[src/sv/pkhm_pkg.sv]
package pkhm_pkg;

  localparam int unsigned FUNC_W  = 2;
  localparam int unsigned KEY_W   = 64;
  localparam int unsigned VALUE_W = 64;
  localparam int unsigned COUNT_W = 11;

  localparam logic [FUNC_W-1:0] FUNC_FETCH = 2'd0;
  localparam logic [FUNC_W-1:0] FUNC_STORE = 2'd1;
  localparam logic [FUNC_W-1:0] FUNC_CLEAR = 2'd2;
  localparam logic [FUNC_W-1:0] FUNC_NOP   = 2'd3;

  // Commands from the controller to the datapath.
  typedef struct packed {
    logic load_item;     // capture the accepted item and clear the result flags
    logic head_rd_hash;  // read the head of the item's bucket
    logic head_rd_idx;   // read the head of the bucket under the sweep index
    logic ptr_from_head; // pointer and saved head take the head read data
    logic ent_rd;        // read the entry under the pointer
    logic ptr_from_link; // pointer follows the link just read
    logic set_hit;       // key found: record it, update value on a store
    logic insert;        // link a new entry at the bucket head
    logic set_full;      // pool exhausted
    logic grow_hold;     // doubling withheld
    logic grow_start;    // double the mask and start redistribution
    logic split_step;    // move one entry to the low or high chain
    logic split_close1;  // write the low chain head and terminate its tail
    logic split_close2;  // write the high chain head and move to next bucket
    logic sweep_clr;     // zero one bucket head and advance the index
    logic pool_reset;    // empty the pool
    logic emit;          // load the output register
  } cmd_t;

  // Status from the datapath to the controller.
  typedef struct packed {
    logic is_fetch;
    logic is_store;
    logic is_clear;
    logic is_nop;
    logic head_zero;
    logic link_zero;
    logic key_match;
    logic pool_exh;
    logic grow_due;
    logic grow_blocked;
    logic sweep_last;
    logic split_last;
    logic out_free;
  } sts_t;

endpackage

[src/sv/pkhm_ctrl.sv]
module pkhm_ctrl
  import pkhm_pkg::*;
(
  input  logic clk_i,
  input  logic rst_ni,
  input  logic in_valid_i,
  output logic in_ready_o,
  input  sts_t sts_i,
  output cmd_t cmd_o
);

  typedef enum logic [3:0] {
    ST_INIT, ST_IDLE, ST_L_RDH, ST_L_HEAD, ST_L_ERD, ST_L_ENT, ST_MISS, ST_G_CHK,
    ST_SP_RDH, ST_SP_HEAD, ST_SP_ERD, ST_SP_ENT, ST_SP_CL1, ST_SP_CL2, ST_CLR, ST_DONE
  } state_e;

  state_e state_q, state_d;

  always_comb begin
    cmd_o      = '0;
    state_d    = state_q;
    in_ready_o = 1'b0;
    case (state_q)
      ST_INIT: begin
        cmd_o.sweep_clr = 1'b1;
        if (sts_i.sweep_last) state_d = ST_IDLE;
      end
      ST_IDLE: begin
        in_ready_o = 1'b1;
        if (in_valid_i) begin
          cmd_o.load_item = 1'b1;
          state_d = ST_L_RDH;
        end
      end
      ST_L_RDH: begin
        if (sts_i.is_clear) begin
          state_d = ST_CLR;
        end else if (sts_i.is_nop) begin
          state_d = ST_DONE;
        end else begin
          cmd_o.head_rd_hash = 1'b1;
          state_d = ST_L_HEAD;
        end
      end
      ST_L_HEAD: begin
        cmd_o.ptr_from_head = 1'b1;
        state_d = sts_i.head_zero ? ST_MISS : ST_L_ERD;
      end
      ST_L_ERD: begin
        cmd_o.ent_rd = 1'b1;
        state_d = ST_L_ENT;
      end
      ST_L_ENT: begin
        if (sts_i.key_match) begin
          cmd_o.set_hit = 1'b1;
          state_d = ST_DONE;
        end else begin
          cmd_o.ptr_from_link = 1'b1;
          state_d = sts_i.link_zero ? ST_MISS : ST_L_ERD;
        end
      end
      ST_MISS: begin
        if (sts_i.is_fetch) begin
          state_d = ST_DONE;
        end else if (sts_i.pool_exh) begin
          cmd_o.set_full = 1'b1;
          state_d = ST_DONE;
        end else begin
          cmd_o.insert = 1'b1;
          state_d = ST_G_CHK;
        end
      end
      ST_G_CHK: begin
        if (!sts_i.grow_due) begin
          state_d = ST_DONE;
        end else if (sts_i.grow_blocked) begin
          cmd_o.grow_hold = 1'b1;
          state_d = ST_DONE;
        end else begin
          cmd_o.grow_start = 1'b1;
          state_d = ST_SP_RDH;
        end
      end
      ST_SP_RDH: begin
        cmd_o.head_rd_idx = 1'b1;
        state_d = ST_SP_HEAD;
      end
      ST_SP_HEAD: begin
        cmd_o.ptr_from_head = 1'b1;
        state_d = sts_i.head_zero ? ST_SP_CL1 : ST_SP_ERD;
      end
      ST_SP_ERD: begin
        cmd_o.ent_rd = 1'b1;
        state_d = ST_SP_ENT;
      end
      ST_SP_ENT: begin
        cmd_o.split_step = 1'b1;
        state_d = sts_i.link_zero ? ST_SP_CL1 : ST_SP_ERD;
      end
      ST_SP_CL1: begin
        cmd_o.split_close1 = 1'b1;
        state_d = ST_SP_CL2;
      end
      ST_SP_CL2: begin
        cmd_o.split_close2 = 1'b1;
        state_d = sts_i.split_last ? ST_DONE : ST_SP_RDH;
      end
      ST_CLR: begin
        cmd_o.pool_reset = 1'b1;
        cmd_o.sweep_clr  = 1'b1;
        if (sts_i.sweep_last) state_d = ST_DONE;
      end
      ST_DONE: begin
        if (sts_i.out_free) begin
          cmd_o.emit = 1'b1;
          state_d = ST_IDLE;
        end
      end
      default: state_d = ST_IDLE;
    endcase
  end

  always_ff @(posedge clk_i or negedge rst_ni) begin
    if (!rst_ni) begin
      state_q <= ST_INIT;
    end else begin
      state_q <= state_d;
    end
  end

endmodule

[config.mk]
export PLATFORM = sky130hd
export DESIGN_NAME = pkhm_ctrl
export DESIGN_NICKNAME = d
export VERILOG_FILES = /design/src/sv/pkhm_pkg.sv /design/src/sv/pkhm_ctrl.sv
export SDC_FILE = /design/constraint.sdc
export NUM_CORES = 1
export LEC_CHECK = 0
export ABC_CLOCK_PERIOD_IN_PS = 3300
export BUFFER_PORTS_ARGS = -buffer_cell sky130_fd_sc_hd__buf_2
export CAP_MARGIN = 15
export CORE_ASPECT_RATIO = 1.25
export CORE_MARGIN = 2
export CORE_UTILIZATION = 23
export CTS_BUF_LIST = sky130_fd_sc_hd__clkbuf_16
export DETAILED_ROUTE_END_ITERATION = 6
export GPL_ROUTABILITY_DRIVEN = 1
export SLEW_MARGIN = 20
export SYNTH_ARGS = -nofsm -noshare
export SYNTH_HDL_FRONTEND = slang
export SYNTH_SLANG_ARGS = --single-unit
[constraint.sdc]
create_clock -name clk_i -period 3.3 [get_ports clk_i]
set_clock_uncertainty 0.05 [all_clocks]
set_input_delay 0 -clock clk_i [delete_from_list [all_inputs] [get_ports clk_i]]
set_output_delay 0 -clock clk_i [all_outputs]
set_load 0.005 [all_outputs]
## Word level (Yosys, flattened, before mapping)

Cells that the tools add are included.

- Logic and storage cells: 69
- Output and inout port bits: 18
- Bits in registers: 4

- Eq/ne operators: 19
- Reduce and logical (&&, ||, !) cells: 5
- Multiplexer cells: 44

Operator list:

| cell | number |
|---|---|
| $pmux W4 S16 | 1 |
| $mux W4 | 10 |
| $eq A4 B4 Y1 const B | 8 |
| $mux W1 | 22 |
| $eq A4 B3 Y1 const B | 4 |
| $mux W2 | 7 |
| $mux W3 | 4 |
| $eq A4 B2 Y1 const B | 2 |
| $ne A2 B2 Y1 const B | 4 |
| $reduce_or A2 Y1 | 3 |
| $eq A4 B1 Y1 const B | 1 |
| $logic_not A4 Y1 | 1 |
| $reduce_and A4 Y1 | 1 |

## Longest topological paths before layout

Gate-level depths: netlist of the first run.

- Depth in word-level cells: 3
- Gate-level depth with buffers: 6

## Worst setup path before layout of the first run

OpenSTA, ideal clock, no wires.

- Path kind: reg-to-reg
- Start: reg state_q[3]
- End: reg state_q[1]
- Data arrival time: 1.234 ns
- Cell stages (with the launch flop): 7
- Path buffers: 2
- Clock period less this slack: 1.412 ns
- Path slack: 1.888 ns
- Required time: 3.123 ns
- Cell sequence: dfrtp_1 > buf_6 > buf_8 > nor3_4 > nor3_2 > a2111oi_2 > o21ai_1

- Word-level cells in the longest chain between the ends: 3
- Elaborated cells on any way between the ends: 22
- Classes of those cells: eq/ne (19); mux (1); reduce/logical (2)

Ends and longest elaborated chain:

| element | line | source |
|---|---|---|
| start: declaration | pkhm_ctrl.sv:17 | `state_e state_q, state_d;` |
| start signal: assignment | pkhm_ctrl.sv:127 | `state_q <= state_d;` |
| $eq A4 B4 Y1 (tied with other cells) | pkhm_ctrl.sv:23 | `case (state_q)` |
| $ne A2 B2 Y1 (no source line) | n/a |  |
| $reduce_and A4 Y1 (no source line) | n/a |  |

Parallel ways exist; a longest one is shown, timed or not.
A chain may end at the register's enable or synchronous reset.

==> results of run 1 <==
cells in the final DEF (no fill, tap or decap), types with 2 or more instances in the layout:
cell type  netlist  routed
o21ai_0          2       2
nor2_1          13      13
mux2_2           2       2
a211o_1          2       2
nand2b_1         3       3
or3_1            2       2
inv_1            5       5
clkbuf_16        0       3
nor3_1           4       4
dfrtp_1          4       4
o21ai_1          2       2
nand2_1          7       7
o211ai_1         2       2
buf_2            1      32
nand3_1          4       4
nor3b_1          2       2
a21oi_1          2       2
and2b_1          2       2
power by group:
| group | switching, mW | internal (mW) | leakage (nW) | total [mW] |
|---|---|---|---|---|
| sequential | 0.126 | 0.0753 | 0.0474 | 0.201 |
| combinational | 0.224 | 0.221 | 0.346 | 0.446 |
| clock | 0.0351 | 0.155 | 0.0370 | 0.190 |
| total | 0.385 | 0.451 | 0.430 | 0.837 |
final timing paths:
check                      cells past startpoint  slack [ps]    endpoint
min                                            3          10  state_q[0]
min reg2reg                                    2         840  state_q[2]
max in group asynchronous                      2        3030  state_q[1]
max                                            5        1430    cmd_o[8]
max reg2reg                                    4        1480  state_q[0]
min in group asynchronous                      2          50  state_q[2]
routing by layer:
layer	wire length, µm	up-vias	part of all wire
met2	956	35	0.48
met3	142	4	0.071
met1	853	364	0.43
li1	-	393	-
met4	45	0	0.023
met5	0	-	0
cell type report:
class                      count  area [µm²]
inverter                       5       18.77
tap                           36       45.04
clock buffer                   3       75.07
fill                         331        1961
sequential                     4       100.1
multi-input combinational     74       493.0
timing repair buffer          33       170.2
kinds of logic after synthesis:
group                  count (synthesis)  share of synthesized area
buffers and inverters                 12                     0.1238
multiplexers                           2                    0.03327
AND/OR/NAND/NOR                       47                     0.3901
AO/OA/AOI/OAI                         24                     0.2921
XOR/XNOR                               1                    0.01294
flip-flops                             4                     0.1479
through the flow:
stage	hold WS, ps	instance area (µm²)
6_report	11.86	902.1
5_1_grt	18.34	902.1
4_1_cts	2.523	902.1
3_5_place_dp	-244.6	817.0
3_3_place_gp	-245.4	817.0
2_1_floorplan	-345.6	676.9
critical path, stage by stage (launching register included):
cell     delay, ps
dfrtp_1        700
inv_1          230
nor2_1         230
nand2_1        110
nor3b_1        190
buf_2          140
repair_timing:
item | CTS | global route
endpoints found under the hold margin | 4 | 0
setup endpoints to repair | 0 | 0
hold buffers | 1 | 0
==> run metrics, run 1 <==
status finished clean; post-synth top area share 0.1479; critical path class flop to output port; Post-synth EDFFs 0; min cycle time layout 1873 ps; DR pass1 iterations 5; synth-to-layout area growth 33.27%; NumNets Final 137; CP required between 3000 and 4000 ps; initial antenna violation count 0; Post-Layout Cell Count 155; number of vias per cell 5.135; Leak between 0.4 and 0.5 nW; ys async rst share 1.000; max reg flops 4; Ports 34; H-tree Lvls 1; largest net degree at the start of global routing 23; RSZ-0062 raised after global routing false; final hold violations 0; crit path max fanout 20; most used standard cell by instance count after synthesis nor2_1; Data arrival, critical path 1820 ps; Final Util 0.3151; Ant. Diodes 0; R2R Path Start state_q[0]; count of cell types in the netlist 45; synthesized area per cell between 7 and 8 µm²; Slew Viols, Final 0; Post-synth top cells nor2_1 (13), nand2_1 (7), inv_1 (5); Post-DRT Antenna Nets 0; fmax 533.9 MHz; worst skew pair latency 230 ps; Die W ~53 µm; ratio of cells with drive above 1 in the final layout 0.3613; most crowded layer after global routing met2; die area 3396 µm²; yosys warns 0; # clock sinks 4; Cell Area, Synth just under 700 µm²; total CTS buffers 3; post-detail-place hpwl 1510 µm; # DRC 0; Core ar. 2863 µm²; vias in the first global route around 810; Hold WC Path Type input port to flop; Main synth FF type dfrtp_1; met1 Track Usage GR 0.1493; CTS resizes 0; CTS tree yes; gr usage total 0.1302; Max-Cap Viols 0; Yosys reg bits 4; Tcrit/Tclk final 0.5676; drt initial violations 24; Biggest register state_q; Placer Congestion ~0.86; Critical Path Source state_q[1]; final setup vio count 0; post-place setup slack approximately 1500 ps; clk slew on worst S/H paths 30 ps; Setup TNS Final 0 ps; DP Cell Count about 150; Slew Limit Headroom 0.5725; Vias slightly below 800; CTS max path bufs 2; Regs by FF count state_q: 4 flops; final worst slack roughly 1400 ps; Root Driver clkbuf_16; GR Util met3 0.02535; Synth area leader dfrtp_1; global route overflow 0; pwr/cell area between 900 and 1000 nW/µm²; row count 22; PortBufs 32; worst hold start sts_i[2]; worst slew pin tran 641.3 ps; Initial Util 0.2365; first-pass GRT wire length 3415 µm; post-synthesis sequential area ratio 0.1479; CP startpoint kind flop; drt total wl 1997 µm; CP Capture Type output port; Post-CTS Setup Repair Bufs 0; syn_nets 106; die height 64.66 µm; Peak VDD IR 408.0 µV; PnR Total Power about 840 µW; met2 Use GR 0.2156; Post-Synthesis Cells 90; ranking of synthesized cells by area dfrtp_1 (15%), nor2_1 (7.2%), nand2_1 (3.9%); Wirelength per Cell 12.88 µm
Power figures use the tool's default switching activity.
==> inputs of run 2 (changes only) <==
ABC_CLOCK_PERIOD_IN_PS = 1500   (was 3300)
clock period = 1.5 ns   (was 3.3 ns; I/O delays follow)
==> run metrics, run 2 (synthesized netlist as in run 1, its figures left out) <==
status finished clean; H-tree Lvls 1; ratio of cells with drive above 1 in the final layout 0.5540; drt initial violations 28; Data arrival, critical path 1430 ps; Core ar. 2863 µm²; Wirelength per Cell 14.09 µm; Leak 0.5377 nW; # DRC 0; Vias just under 900; final worst slack 20.62 ps; die height 64.66 µm; first-pass GRT wire length 3753 µm; Hold WC Path Type input port to flop; clock group share of total power 0.178; commonest cells after routing, fill and taps aside buf_2 (33), buf_4 (14), nor2_1 (11), nand2_1 (6), inv_1 (5); worst hold start sts_i[8]; Biggest register state_q; # clock sinks 4; Die W 52.52 µm; Slew Viols, Final 0; Comb power frac 0.713; vias in the first global route 877; Peak VDD IR 860.3 µV; drt total wl ~2500 µm; clk slew on worst S/H paths 30 ps; fillers slightly above 300; most common cell after layout, fill and taps aside buf_2; final setup vio count 0; worst slew pin tran 293.2 ps; initial antenna violation count 0; total CTS buffers 3; synth-to-layout area growth 66.73%; Initial Util 0.2365; CP startpoint kind flop; post-place setup slack -31.57 ps; CTS max path bufs 2; Final Util 0.3942; row count 22; fmax 676.0 MHz; Setup TNS Final 0 ps; R2R Path Start state_q[3]; number of vias per cell 5.109; Placer Congestion 0.8285; Ant. Diodes 0; Tcrit/Tclk final 0.9863; critical path class flop to output port; gr usage total 0.1478; switch share 0.4279; Slew Limit Headroom 0.8042; final hold violations 0; post-detail-place hpwl 1741 µm; CTS tree yes; Regs by FF count state_q: 4 flops; Ports 34; Critical Path Source state_q[3]; min cycle time layout 1479 ps; PnR Total Power 2.421 mW; die area 3396 µm²; crit path max fanout 6; Pint 1.385 mW; DR pass1 iterations 4; PortBufs 32; sequential share of power 0.109; pwr/cell area 2145 nW/µm²; RSZ-0062 raised after global routing true; CP required between 1000 and 1500 ps; Root Driver clkbuf_16; largest net degree at the start of global routing 12; NumNets Final 157; Post-DRT Antenna Nets 0; CP Capture Type output port; max reg flops 4; P_sw just over 1 mW; global route overflow 0; worst skew pair latency 230 ps; Max-Cap Viols 0
-- run 2: cell types whose count changed in the layout (fill, tap and decap cells not counted), sizes merged --
cell | previous run | this run
buf | 32 | 51
dlygate4sd3 | 1 | 2
-- run 2: layout make-up --
class / count / area (µm²) / share of cell area
well taps: 36 / 45.04 / 0.03991
clock buffers: 3 / 75.07 / 0.06652
repair buffers: 53 / 335.3 / 0.2971
inverters: 5 / 18.77 / 0.01663
multi-input cells: 74 / 550.5 / 0.4878
flip-flops and latches: 4 / 103.9 / 0.09202
-- run 2: power by group through the flow --
stage / Combinational (mW) / Sequential [mW] / Clock (mW)
final: 1.73 / 0.263 / 0.432
after global placement: 1.34 / 0.268 / 0
after CTS: 1.50 / 0.268 / 0.437
after floorplan: 1.05 / 0.206 / 0
after detailed placement: 1.37 / 0.273 / 0
after global routing: 1.88 / 0.271 / 0.440
-- run 2: stage by stage --
stage	hold WS, ps	instances	cell area (µm²)
5_1_grt	40.78	175	1129
3_3_place_gp	-240.8	163	907.1
2_1_floorplan	-345.6	90	676.9
6_report	17.80	175	1129
4_1_cts	14.89	170	1044
3_5_place_dp	-238.9	163	907.1
-- run 2: routing by layer --
metal / part of all wire / global-route usage
met2: 0.51 / 0.2328
met1: 0.40 / 0.1716
met3: 0.073 / 0.05069
met4: 0.015 / 0.08013
met5: 0 / 0
-- run 2: critical path, cell delays in order, from the launching register on --
cell	delay [ps]
dfrtp_2	430
or2_4	290
buf_6	130
nor4_4	190
buf_2	150
-- run 2: final timing paths --
kind / cells after the start / slack [ps] / endpoint
min in group asynchronous: 2 / 50 / state_q[1]
worst max-delay path: 4 / 20 / cmd_o[15]
worst min-delay path: 3 / 20 / state_q[2]
max in group asynchronous: 2 / 1210 / state_q[0]
worst max register to register: 5 / 20 / state_q[1]
worst min register to register: 2 / 740 / state_q[0]
-- run 2: what timing repair did --
| item | 4_1_cts | 5_1_grt |
|---|---|---|
| gates resized for setup | 11 | 12 |
| hold endpoints to repair | 5 | 0 |
| pin swaps | 0 | 6 |
| setup buffers | 2 | 5 |
| endpoints found under the setup margin | 10 | 7 |
| hold buffers | 2 | 0 |
==> inputs of run 3 (changes only) <==
ABC_AREA = 1   (was unset)
==> run metrics, run 3 <==
final worst slack 102.9 ps; P_sw 812.8 µW; DP Cell Count 174; final setup vio count 0; Wirelength per Cell 9.542 µm; Post-synth EDFFs 0; synth-to-layout area growth 55.73%; pwr/cell area around 2000 nW/µm²; min cycle time layout 1397 ps; fmax 715.8 MHz; PnR Total Power 1.733 mW; CP required around 1500 ps; CTS tree yes; status finished clean; Max-Cap Viols 0; vias in the first global route 673; post-synthesis sequential area ratio 0.1798; # DRC 0; Comb power frac 0.613; first-pass GRT wire length 2697 µm; Hold WC Path Type input port to async pin; PortBufs 32; row count 19; syn_nets 126; Die W roughly 48 µm; drt total wl 1708 µm; Slew Viols, Final 0; worst skew pair latency 230 ps; post-detail-place hpwl 1420 µm; Placer Congestion 0.7882; CP startpoint kind flop; ratio of cells with drive above 1 in the final layout 0.3716; Peak VDD IR 941.5 µV; synthesized area per cell 5.062 µm²; Main synth FF type dfrtp_1; crit path max fanout 4; # clock sinks 4; Tcrit/Tclk final 0.9314; Post-Synthesis Cells 110; Biggest register state_q; DR pass1 iterations 4; Post-Layout Cell Count 179; Ant. Diodes 0; critical path class flop to output port; worst slew pin tran approximately 220 ps; drt initial violations 18; switch share 0.4689; Setup TNS Final 0 ps; largest net degree at the start of global routing 8; Synth area leader nand2_1; fillers 263; yosys warns 0; NumNets Final between 150 and 200; ys async rst share 1.000; most used standard cell by instance count after synthesis nand2_1; Pint 920.6 µW; max reg flops 4; Root Driver clkbuf_16; most common cell after layout, fill and taps aside nand2_1; H-tree Lvls 1; Data arrival, critical path 1350 ps; Vias 786; total CTS buffers 3; Post-synth top cells nand2_1 (36), nor2_1 (21), inv_1 (15); Regs by FF count state_q: 4 flops; initial antenna violation count 0; post-place setup slack around 130 ps; sequential share of power 0.146; Core ar. 2258 µm²; ranking of synthesized cells by area nand2_1 (24%), dfrtp_1 (18%), nor2_1 (14%); CP Capture Type output port; clock group share of total power 0.241; Post-DRT Antenna Nets 0; count of cell types in the netlist 17; Slew Limit Headroom 0.8535; CTS max path bufs 2; Cell Area, Synth 556.8 µm²; commonest cells after routing, fill and taps aside nand2_1 (35), buf_2 (32), nor2_1 (20), inv_1 (14), nand3_1 (9); final hold violations 0; Initial Util 0.2465; Yosys reg bits 4; post-synth top area share 0.2427; die height slightly below 60 µm; number of vias per cell 4.391; global route overflow 0; Final Util 0.3839; gr usage total 0.1344; Leak between 0.5 and 0.6 nW; Ports 34; clk slew on worst S/H paths 30 ps; die area 2833 µm²
==> run 3: changes by cell type in the layout (fill, tap and decap cells not counted), moves of 3 or more <==
cell / previous run / this run
nand2b_1: 3 / 0
inv_1: 5 / 14
nand2_2: 1 / 4
inv_2: 0 / 6
buf_6: 4 / 0
buf_4: 14 / 2
nor2_1: 11 / 20
nand2_1: 6 / 35
nand3_1: 4 / 9
==> run 3: worst paths after layout <==
check,to,start,cells past startpoint,slack (ps)
worst max-delay path,cmd_o[8],state_q[0],7,100
min in group clk_i,state_q[0],in_valid_i,6,120
worst min-delay path,state_q[0],rst_ni,2,60
max in group asynchronous,state_q[2],rst_ni,2,1210
worst min register to register,state_q[1],state_q[2],2,570
worst max register to register,state_q[3],state_q[3],7,120
==> run 3: kinds of logic after synthesis <==
logic type	after synthesis	synth area share
buffers and inverters	20	0.1348
AOI/OAI and AO/OA	9	0.1011
and+or+nand+nor	77	0.5843
DFF	4	0.1798
==> run 3: repair_timing <==
action                                  in CTS  in global routing
hold buffers                                 1                  0
hold endpoints to repair                     4                  0
resized for setup                            0                  5
endpoints found under the setup margin       0                  4
setup buffers                                0                  1
==> run 3: through the flow <==
| step | area (µm²) | hold slack (ps) |
|---|---|---|
| after global placement | 763.2 | -238.3 |
| after global routing | 867.1 | 77.90 |
| after floorplan | 556.8 | -345.6 |
| final | 867.1 | 56.02 |
| after detailed placement | 763.2 | -238.7 |
| after CTS | 848.3 | 59.21 |
==> run 3: final cells by class <==
class,count,area [µm²],area share
flip-flops and latches,4,101.3,0.1169
inverters,20,75.07,0.08658
repair buffers,35,185.2,0.2136
well taps,31,38.79,0.04473
multi-input cells,86,391.6,0.4517
clock buffers,3,75.07,0.08658
==> run 3: routing by layer <==
layer	up-vias	share of wire	global-route usage
met5	-	0	0
met3	4	0.047	0.01829
li1	416	-	-
met4	0	0.019	0.08108
met2	22	0.49	0.2095
met1	344	0.44	0.1692
==> run 3: power by group through the flow <==
stage,clock network (mW),registers [mW],logic (mW)
floorplan,0,0.229,0.734
global placement,0,0.240,1.01
detailed placement,0,0.243,1.02
CTS,0.426,0.242,1.03
global route,0.431,0.264,1.24
finish,0.418,0.253,1.06
==> run 3: worst max-delay path, cell delays in order, from the launching register on <==
cell and delay, ps:
dfrtp_1 420, inv_2 110, nand2_2 80, buf_4 140, nor2_1 120, nand2_1 70, nor2_1 80, buf_2 110
